$ cat config.mk
export PLATFORM = sky130hd
export DESIGN_NAME = ring_buffer_deque_top_flat
export DESIGN_NICKNAME = d
export VERILOG_FILES = /design/src/rtl/rbd_pkg.sv /design/src/rtl/rbd_if.sv /design/src/rtl/rbd_ram.sv /design/src/rtl/ring_buffer_deque_top.sv /design/src/flat_wrapper.sv
export SDC_FILE = /design/constraint.sdc
export NUM_CORES = 2
export LEC_CHECK = 0
export ABC_AREA = 1
export BUFFER_PORTS_ARGS = -buffer_cell sky130_fd_sc_hd__buf_2
export CORE_MARGIN = 2
export CORE_UTILIZATION = 45
export CTS_CLUSTER_DIAMETER = 50
export DETAILED_ROUTE_END_ITERATION = 6
export HOLD_SLACK_MARGIN = 0.15
export PLACE_DENSITY = 0.58
export SETUP_SLACK_MARGIN = 0.1
export SLEW_MARGIN = 20
export SYNTH_ARGS = -nofsm -noshare
export SYNTH_HDL_FRONTEND = slang
export SYNTH_SLANG_ARGS = --single-unit
$ cat constraint.sdc
create_clock -name clk_i -period 7.1 [get_ports clk_i]
set_clock_uncertainty 0.2 [all_clocks]
set_input_delay 0.71 -clock clk_i [delete_from_list [all_inputs] [get_ports clk_i]]
set_output_delay 0.71 -clock clk_i [all_outputs]
set_load 0.01 [all_outputs]
$ cat src/rtl/rbd_pkg.sv
// types and constants shared by the ring buffer deque
package rbd_pkg;

  localparam int unsigned CoordW = 16;
  localparam int unsigned PosW   = 6;
  localparam int unsigned CountW = 7;
  localparam int unsigned EntryW = 2 * CoordW;

  // request codes
  typedef enum logic [2:0] {
    MODE_PUSH_BACK  = 3'd0,
    MODE_PUSH_FRONT = 3'd1,
    MODE_POP_FRONT  = 3'd2,
    MODE_POP_BACK   = 3'd3,
    MODE_READ       = 3'd4,
    MODE_WRITE      = 3'd5
  } mode_e;

  // result status codes
  typedef enum logic [1:0] {
    ST_OK    = 2'd0,
    ST_EMPTY = 2'd1,
    ST_FULL  = 2'd2,
    ST_RANGE = 2'd3
  } status_e;

endpackage

$ cat src/rtl/rbd_if.sv
// request and response channel interfaces of the ring buffer deque
interface rbd_req_if;
  logic                                valid;
  logic                                ready;
  rbd_pkg::mode_e                      mode;
  logic                                from_back;
  logic [rbd_pkg::PosW-1:0]            position;
  logic signed [rbd_pkg::CoordW-1:0]   coord_x;
  logic signed [rbd_pkg::CoordW-1:0]   coord_y;

  modport source (output valid, mode, from_back, position, coord_x, coord_y, input ready);
  modport sink   (input valid, mode, from_back, position, coord_x, coord_y, output ready);
endinterface

interface rbd_rsp_if;
  logic                                valid;
  logic                                ready;
  logic signed [rbd_pkg::CoordW-1:0]   out_x;
  logic signed [rbd_pkg::CoordW-1:0]   out_y;
  rbd_pkg::status_e                    status;
  logic [rbd_pkg::CountW-1:0]          count;

  modport source (output valid, out_x, out_y, status, count, input ready);
  modport sink   (input valid, out_x, out_y, status, count, output ready);
endinterface

$ cat src/rtl/rbd_ram.sv
// generic single-port ram with registered read
module rbd_ram #(
  parameter int unsigned WIDTH = 32,
  parameter int unsigned DEPTH = 64
) (
  input  logic                                 clk_i,
  input  logic                                 we_i,
  input  logic                                 re_i,
  input  logic [(DEPTH > 1 ? $clog2(DEPTH) : 1)-1:0] addr_i,
  input  logic [WIDTH-1:0]                     wdata_i,
  output logic [WIDTH-1:0]                     rdata_o
);

  logic [WIDTH-1:0] mem [DEPTH];

  // write port and registered read
  always_ff @(posedge clk_i) begin
    if (we_i) begin
      mem[addr_i] <= wdata_i;
    end
    if (re_i) begin
      rdata_o <= mem[addr_i];
    end
  end

endmodule

$ cat src/rtl/ring_buffer_deque_top.sv
// ring buffer deque: double-ended queue of coordinate pairs in a circular ram
//
// Requests arrive as words on req_i (push back/front, pop front/back, read or
// write at an index counted from either end). Each accepted request gives one
// response word on rsp_o with the entry read or removed, a status code and
// the entry count after the request. Refused requests (push when full, pop
// when empty, index at or past the count) leave the state alone.
// The response is registered: it is valid in the cycle after the request is accepted.
// Throughput: one request per cycle while rsp_o is not stalled; each request
// makes at most one access to the single-port entry ram at its accept edge, and
// the head and count registers are updated at that same edge, so the next
// request sees them. The read data is held in the ram output register, which
// only reloads when a new request is accepted.
// Stall: while a response waits and rsp_o.ready is low, req_i.ready is low.
// Reset: head and count clear to zero at once, no clearing pass; the ram
// contents are undefined until written and are never read before that.
module ring_buffer_deque_top #(
  parameter int unsigned CAPACITY = 64
) (
  input  logic           clk_i,
  input  logic           rst_ni,
  rbd_req_if.sink        req_i,
  rbd_rsp_if.source      rsp_o
);

  import rbd_pkg::*;

  localparam int unsigned PtrW = (CAPACITY > 1) ? $clog2(CAPACITY) : 1;
  localparam int unsigned CntW = $clog2(CAPACITY + 1);
  localparam int unsigned CmpW = (CntW > PosW) ? CntW : PosW;

  // circular slot of head + offset, offset below CAPACITY
  function automatic logic [PtrW-1:0] slot_of(input logic [PtrW-1:0] base,
                                             input logic [PtrW-1:0] offs);
    logic [PtrW:0] sum;
    sum = {1'b0, base} + {1'b0, offs};
    if (sum >= (PtrW+1)'(CAPACITY)) begin
      sum = sum - (PtrW+1)'(CAPACITY);
    end
    return sum[PtrW-1:0];
  endfunction

  logic [PtrW-1:0]   head_q, head_d;
  logic [CntW-1:0]   fill_q, fill_d;
  logic              out_valid_q;
  logic              rd_q, rd_d;
  status_e           status_q, status_d;
  logic [CountW-1:0] count_q;

  logic              accept;
  logic              full, empty, range_bad;
  logic [CmpW-1:0]   pos_c, fill_c, idx_c;
  logic [PtrW-1:0]   offs;
  logic [PtrW-1:0]   addr;
  logic              we, re;
  logic [EntryW-1:0] wdata, rdata;

  // handshake
  assign req_i.ready = !out_valid_q || rsp_o.ready;
  assign accept      = req_i.valid && req_i.ready;

  // index arithmetic
  assign full      = (fill_q == CntW'(CAPACITY));
  assign empty     = (fill_q == '0);
  assign pos_c     = CmpW'(req_i.position);
  assign fill_c    = CmpW'(fill_q);
  assign range_bad = (pos_c >= fill_c);
  assign idx_c     = req_i.from_back ? (fill_c - CmpW'(1) - pos_c) : pos_c;
  assign wdata     = {req_i.coord_y, req_i.coord_x};

  // request decode: pointer update and the one ram access
  always_comb begin
    head_d   = head_q;
    fill_d   = fill_q;
    rd_d     = 1'b0;
    status_d = ST_OK;
    we       = 1'b0;
    re       = 1'b0;
    offs     = '0;
    addr     = head_q;
    unique case (req_i.mode)
      MODE_PUSH_BACK: begin
        offs = PtrW'(fill_q);
        addr = slot_of(head_q, offs);
        if (full) begin
          status_d = ST_FULL;
        end else begin
          we     = 1'b1;
          fill_d = fill_q + CntW'(1);
        end
      end
      MODE_PUSH_FRONT: begin
        addr = (head_q == '0) ? PtrW'(CAPACITY - 1) : head_q - PtrW'(1);
        if (full) begin
          status_d = ST_FULL;
        end else begin
          we     = 1'b1;
          head_d = addr;
          fill_d = fill_q + CntW'(1);
        end
      end
      MODE_POP_FRONT: begin
        offs = PtrW'(1);
        addr = head_q;
        if (empty) begin
          status_d = ST_EMPTY;
        end else begin
          re     = 1'b1;
          rd_d   = 1'b1;
          head_d = slot_of(head_q, offs);
          fill_d = fill_q - CntW'(1);
        end
      end
      MODE_POP_BACK: begin
        offs = PtrW'(fill_q - CntW'(1));
        addr = slot_of(head_q, offs);
        if (empty) begin
          status_d = ST_EMPTY;
        end else begin
          re     = 1'b1;
          rd_d   = 1'b1;
          fill_d = fill_q - CntW'(1);
        end
      end
      MODE_READ, MODE_WRITE: begin
        offs = PtrW'(idx_c);
        addr = slot_of(head_q, offs);
        if (range_bad) begin
          status_d = ST_RANGE;
        end else if (req_i.mode == MODE_READ) begin
          re   = 1'b1;
          rd_d = 1'b1;
        end else begin
          we = 1'b1;
        end
      end
      default: begin
        status_d = ST_OK;
      end
    endcase
  end

  // entry store
  rbd_ram #(
    .WIDTH (EntryW),
    .DEPTH (CAPACITY)
  ) u_ram (
    .clk_i   (clk_i),
    .we_i    (accept && we),
    .re_i    (accept && re),
    .addr_i  (addr),
    .wdata_i (wdata),
    .rdata_o (rdata)
  );

  // pointer and count registers
  always_ff @(posedge clk_i or negedge rst_ni) begin
    if (!rst_ni) begin
      head_q <= '0;
      fill_q <= '0;
    end else if (accept) begin
      head_q <= head_d;
      fill_q <= fill_d;
    end
  end

  // response word register
  always_ff @(posedge clk_i or negedge rst_ni) begin
    if (!rst_ni) begin
      out_valid_q <= 1'b0;
    end else if (accept) begin
      out_valid_q <= 1'b1;
    end else if (rsp_o.ready) begin
      out_valid_q <= 1'b0;
    end
  end

  always_ff @(posedge clk_i) begin
    if (accept) begin
      rd_q     <= rd_d;
      status_q <= status_d;
      count_q  <= CountW'(fill_d);
    end
  end

  // response outputs
  assign rsp_o.valid  = out_valid_q;
  assign rsp_o.out_x  = rd_q ? rdata[CoordW-1:0] : '0;
  assign rsp_o.out_y  = rd_q ? rdata[EntryW-1:CoordW] : '0;
  assign rsp_o.status = status_q;
  assign rsp_o.count  = count_q;

endmodule

$ cat src/flat_wrapper.sv
// flat-port wrapper written by rule: the top's interface ports become plain ports
module ring_buffer_deque_top_flat import rbd_pkg::*;
#(
  parameter int unsigned CAPACITY = 64
)
  (clk_i, rst_ni, req_i_valid, req_i_mode, req_i_from_back, req_i_position, req_i_coord_x, req_i_coord_y, req_i_ready, rsp_o_valid, rsp_o_out_x, rsp_o_out_y, rsp_o_status, rsp_o_count, rsp_o_ready);
  rbd_req_if req_i_i ();
  rbd_rsp_if rsp_o_i ();
  input  logic clk_i;
  input  logic rst_ni;
  input wire logic [$bits(req_i_i.valid)-1:0] req_i_valid;
  input wire logic [$bits(req_i_i.mode)-1:0] req_i_mode;
  input wire logic [$bits(req_i_i.from_back)-1:0] req_i_from_back;
  input wire logic [$bits(req_i_i.position)-1:0] req_i_position;
  input wire logic [$bits(req_i_i.coord_x)-1:0] req_i_coord_x;
  input wire logic [$bits(req_i_i.coord_y)-1:0] req_i_coord_y;
  output wire logic [$bits(req_i_i.ready)-1:0] req_i_ready;
  output wire logic [$bits(rsp_o_i.valid)-1:0] rsp_o_valid;
  output wire logic [$bits(rsp_o_i.out_x)-1:0] rsp_o_out_x;
  output wire logic [$bits(rsp_o_i.out_y)-1:0] rsp_o_out_y;
  output wire logic [$bits(rsp_o_i.status)-1:0] rsp_o_status;
  output wire logic [$bits(rsp_o_i.count)-1:0] rsp_o_count;
  input wire logic [$bits(rsp_o_i.ready)-1:0] rsp_o_ready;
  assign req_i_i.valid = req_i_valid;
  assign req_i_i.mode = req_i_mode;
  assign req_i_i.from_back = req_i_from_back;
  assign req_i_i.position = req_i_position;
  assign req_i_i.coord_x = req_i_coord_x;
  assign req_i_i.coord_y = req_i_coord_y;
  assign req_i_ready = req_i_i.ready;
  assign rsp_o_valid = rsp_o_i.valid;
  assign rsp_o_out_x = rsp_o_i.out_x;
  assign rsp_o_out_y = rsp_o_i.out_y;
  assign rsp_o_status = rsp_o_i.status;
  assign rsp_o_count = rsp_o_i.count;
  assign rsp_o_i.ready = rsp_o_ready;
  ring_buffer_deque_top #(.CAPACITY(CAPACITY)) u_core (.clk_i(clk_i), .rst_ni(rst_ni), .req_i(req_i_i), .rsp_o(rsp_o_i));
endmodule
==> reports/metrics.cfg <==
[timing]
finalCriticalPeriod_ps=6190
setup_violations=0
slew_violations=0
rsz0062_at_grt=false
slew-limit-headroom_pct=22.6
max_clock_freq_ghz=0.162
worstMarginPinSlew_ps=1160
hold_viol=0
finalCritPeriodShare_pct=87.1
finalSetupTns_ps=0

[synthesis]
ys_seq_elements=2104
syn_inst=8307
yosysWarnings=0
synth_seq_area_share_pct=70.7
synthFlopType=edfxtp_1
netlist_area_mm2=0.0892
avgSynthCellArea_um2=10.7
ys_async_sr_fraction_pct=0.665
synth_nets=8376
synth_edf_count=2090
synthDistinctLibCells=40

[floorplanning]
dieArea_mm2=0.202
io_pins=89
fp.dieH_um=449
start_util_pct=45.2
rows=163
core_mm2=0.197
die_w_um=449

[global_route]
overflow=0
grt_pass1_wl_um=417000
grt_pass1_vias=60387
antenna_found_initial=16
grt_max_degree=169
grtUsageMet3_pct=5.01
use_met2_pct=43.8
grt_util_met1_pct=39.5
grt_use_total_pct=28.0
grt_most_used_layer=met2

[placed_design]
gp_congestion=0.886
hpwl_um=149000
io_buffers=88

[clock_tree]
cts_sinks=2104
cts_max_level=4
clockBufferDepth=3
clk_latency_ps=900
clkTransAtPathRegs_ps=60
post_cts_resized=0
cts-root-buf=clkbuf_16
tritoncts=yes
cts_made_buffers=227

[route]
num_vias=63187
routed_wl_um=288000
drc_errors=0
post_drt_wl_per_cell_um=25.7
dr.pass1.iters=6
vias_per_cell=5.65
ant_nets=0
drt_iter0_markers=8216

[final_layout]
seqCellArea_mm2=0.0631
finish.net_count=8420
final_cell_mix=3498 x nand2_1, 2090 x edfxtp_1, 950 x nand3_1, 405 x nor2_1, 290 x inv_1
num-fill-cells=17283
drive_gt1_share_pct=8.47
fin_util_pct=51.1
syn2layout_area_growth_pct=13.1
multi_input_area_mm2=0.0233
final_common_cell=nand2_1

[power_and_ir_drop]
ir_drop_mv=0.411
powerDensity_mw_per_mm2=407
cellLeakagePower_uw=0.0401

[setup_path]
critPathKind=register to register
required_ps=7670
cp_max_fo=60
crit_path_end_kind=register
critPathLaunchType=register
cp.arrival_ps=6750

[status]
status=finished, final reports clean

[run]
max_cap_viol_count=0

[worst_hold_path]
hp-class=input pin to register

-- cell usage after synthesis (all sizes together) (2+ instances only) --
cell type | n | area, µm²
o221ai | 4 | 35.0
nand4 | 249 | 1560
fa | 2 | 40.0
a22oi | 4 | 30.0
a21oi | 76 | 388
xnor2 | 5 | 43.8
nand3b | 16 | 120
nand3 | 955 | 4800
clkbuf | 219 | 825
dfrtp | 14 | 350
nor3 | 7 | 40.0
o21ai | 60 | 300
or2 | 3 | 18.8
xor2 | 6 | 52.6
ha | 21 | 263
o311ai | 2 | 17.5
edfxtp | 2090 | 62800
o211ai | 8 | 60.1
buf | 279 | 1370
inv | 303 | 1140
nor2 | 475 | 1790
nand2 | 3503 | 13200
-- cell type report --
| class | instances | share of cell area [%] |
|---|---|---|
| Tap cell | 2640 | 3.28 |
| Multi-Input combinational cell | 5401 | 23.1 |
| Antenna cell | 3 | 0.00744 |
| Clock buffer | 289 | 5.88 |
| Clock inverter | 132 | 1.19 |
| Inverter | 304 | 1.16 |
| Timing Repair Buffer | 313 | 2.78 |
| Sequential cell | 2104 | 62.6 |
-- per-stage QoR --
stage / power (µW) / cells / instance area, µm² / hold slack [ps] / setup slack, ps
after floorplan: 23200 / 8307 / 89200 / 214 / 1490
after global placement: 29600 / 10756 / 93700 / 302 / 911
after detailed placement: 29600 / 10757 / 93700 / 343 / 892
after CTS: 40900 / 11183 / 101000 / 167 / 1020
after global routing: 42900 / 11185 / 101000 / 260 / 613
final: 41100 / 11186 / 101000 / 220 / 915
-- worst max-delay path, cell delays in order (launching register included) --
cell and delay (ps):
dfrtp_1 490, inv_1 160, ha_1 440, fa_1 460, nand2_1 70, o211ai_1 100, o211ai_1 110, o21ai_0 180
fa_1 450, xnor2_1 200, nand2_1 80, nand3_1 310, nand3_2 230, nor2_4 630, buf_12 420, nand2_1 150
nand2_1 100, nor2_1 50, nand3_1 70, nand3_1 360, nand2_1 440, nand2_1 150, nand2_1 100
-- registers in the layout, indices dropped and copies added (netlist names) --
register and flops:
u_core.rsp_o.count 7, u_core.rd_q 1, u_core.head_q 6, u_core.u_ram.mem 2048
u_core.u_ram.rdata_o 32, u_core.rsp_o.valid 1, u_core.fill_c 7, u_core.rsp_o.status 2
-- worst paths after layout --
kind,startpoint,to,slack (ps),depth (start not counted)
setup / recovery,u_core.fill_c[0]$_DFFE_PN0P_,u_core.u_ram.rdata_o[21]$_DFFE_PP_,910,22
hold / removal,req_i_mode[1],u_core.rsp_o.status[0]$_DFFE_PP_,220,5
setup reg to reg,u_core.fill_c[0]$_DFFE_PN0P_,u_core.u_ram.rdata_o[21]$_DFFE_PP_,910,22
hold reg to reg,u_core.head_q[5]$_DFFE_PN0P_,u_core.head_q[5]$_DFFE_PN0P_,530,2
max in group asynchronous,rst_ni,u_core.head_q[5]$_DFFE_PN0P_,5400,3
min in group asynchronous,rst_ni,u_core.fill_c[6]$_DFFE_PN0P_,780,3
-- cell families after synthesis --
logic type	share of synthesized area [%]
xor+xnor	0.108
flops	70.7
simple gates	24.1
buf+inv	3.74
compound gates	0.973
fa+ha+maj	0.339
-- what timing repair did --
action                                  4_1_cts  5_1_grt
hold buffers                                  5        0
buffers inserted                              0        0
endpoints found under the hold margin        17        0
endpoints found under the setup margin        0        0
-- power by group --
part / switching, µW / internal [µW] / leakage [µW]
registers: 132 / 14000 / 0.0190
logic: 11900 / 3690 / 0.0176
clock network: 5000 / 6440 / 0.00347
-- routing by layer --
layer | wire length (µm) | share of wire, %
met2 | 132000 | 46
met4 | 9680 | 3.4
met5 | 34 | 0.012
met1 | 117000 | 41
met3 | 28500 | 9.9
Note: power is estimated with default switching activity, not from simulation.
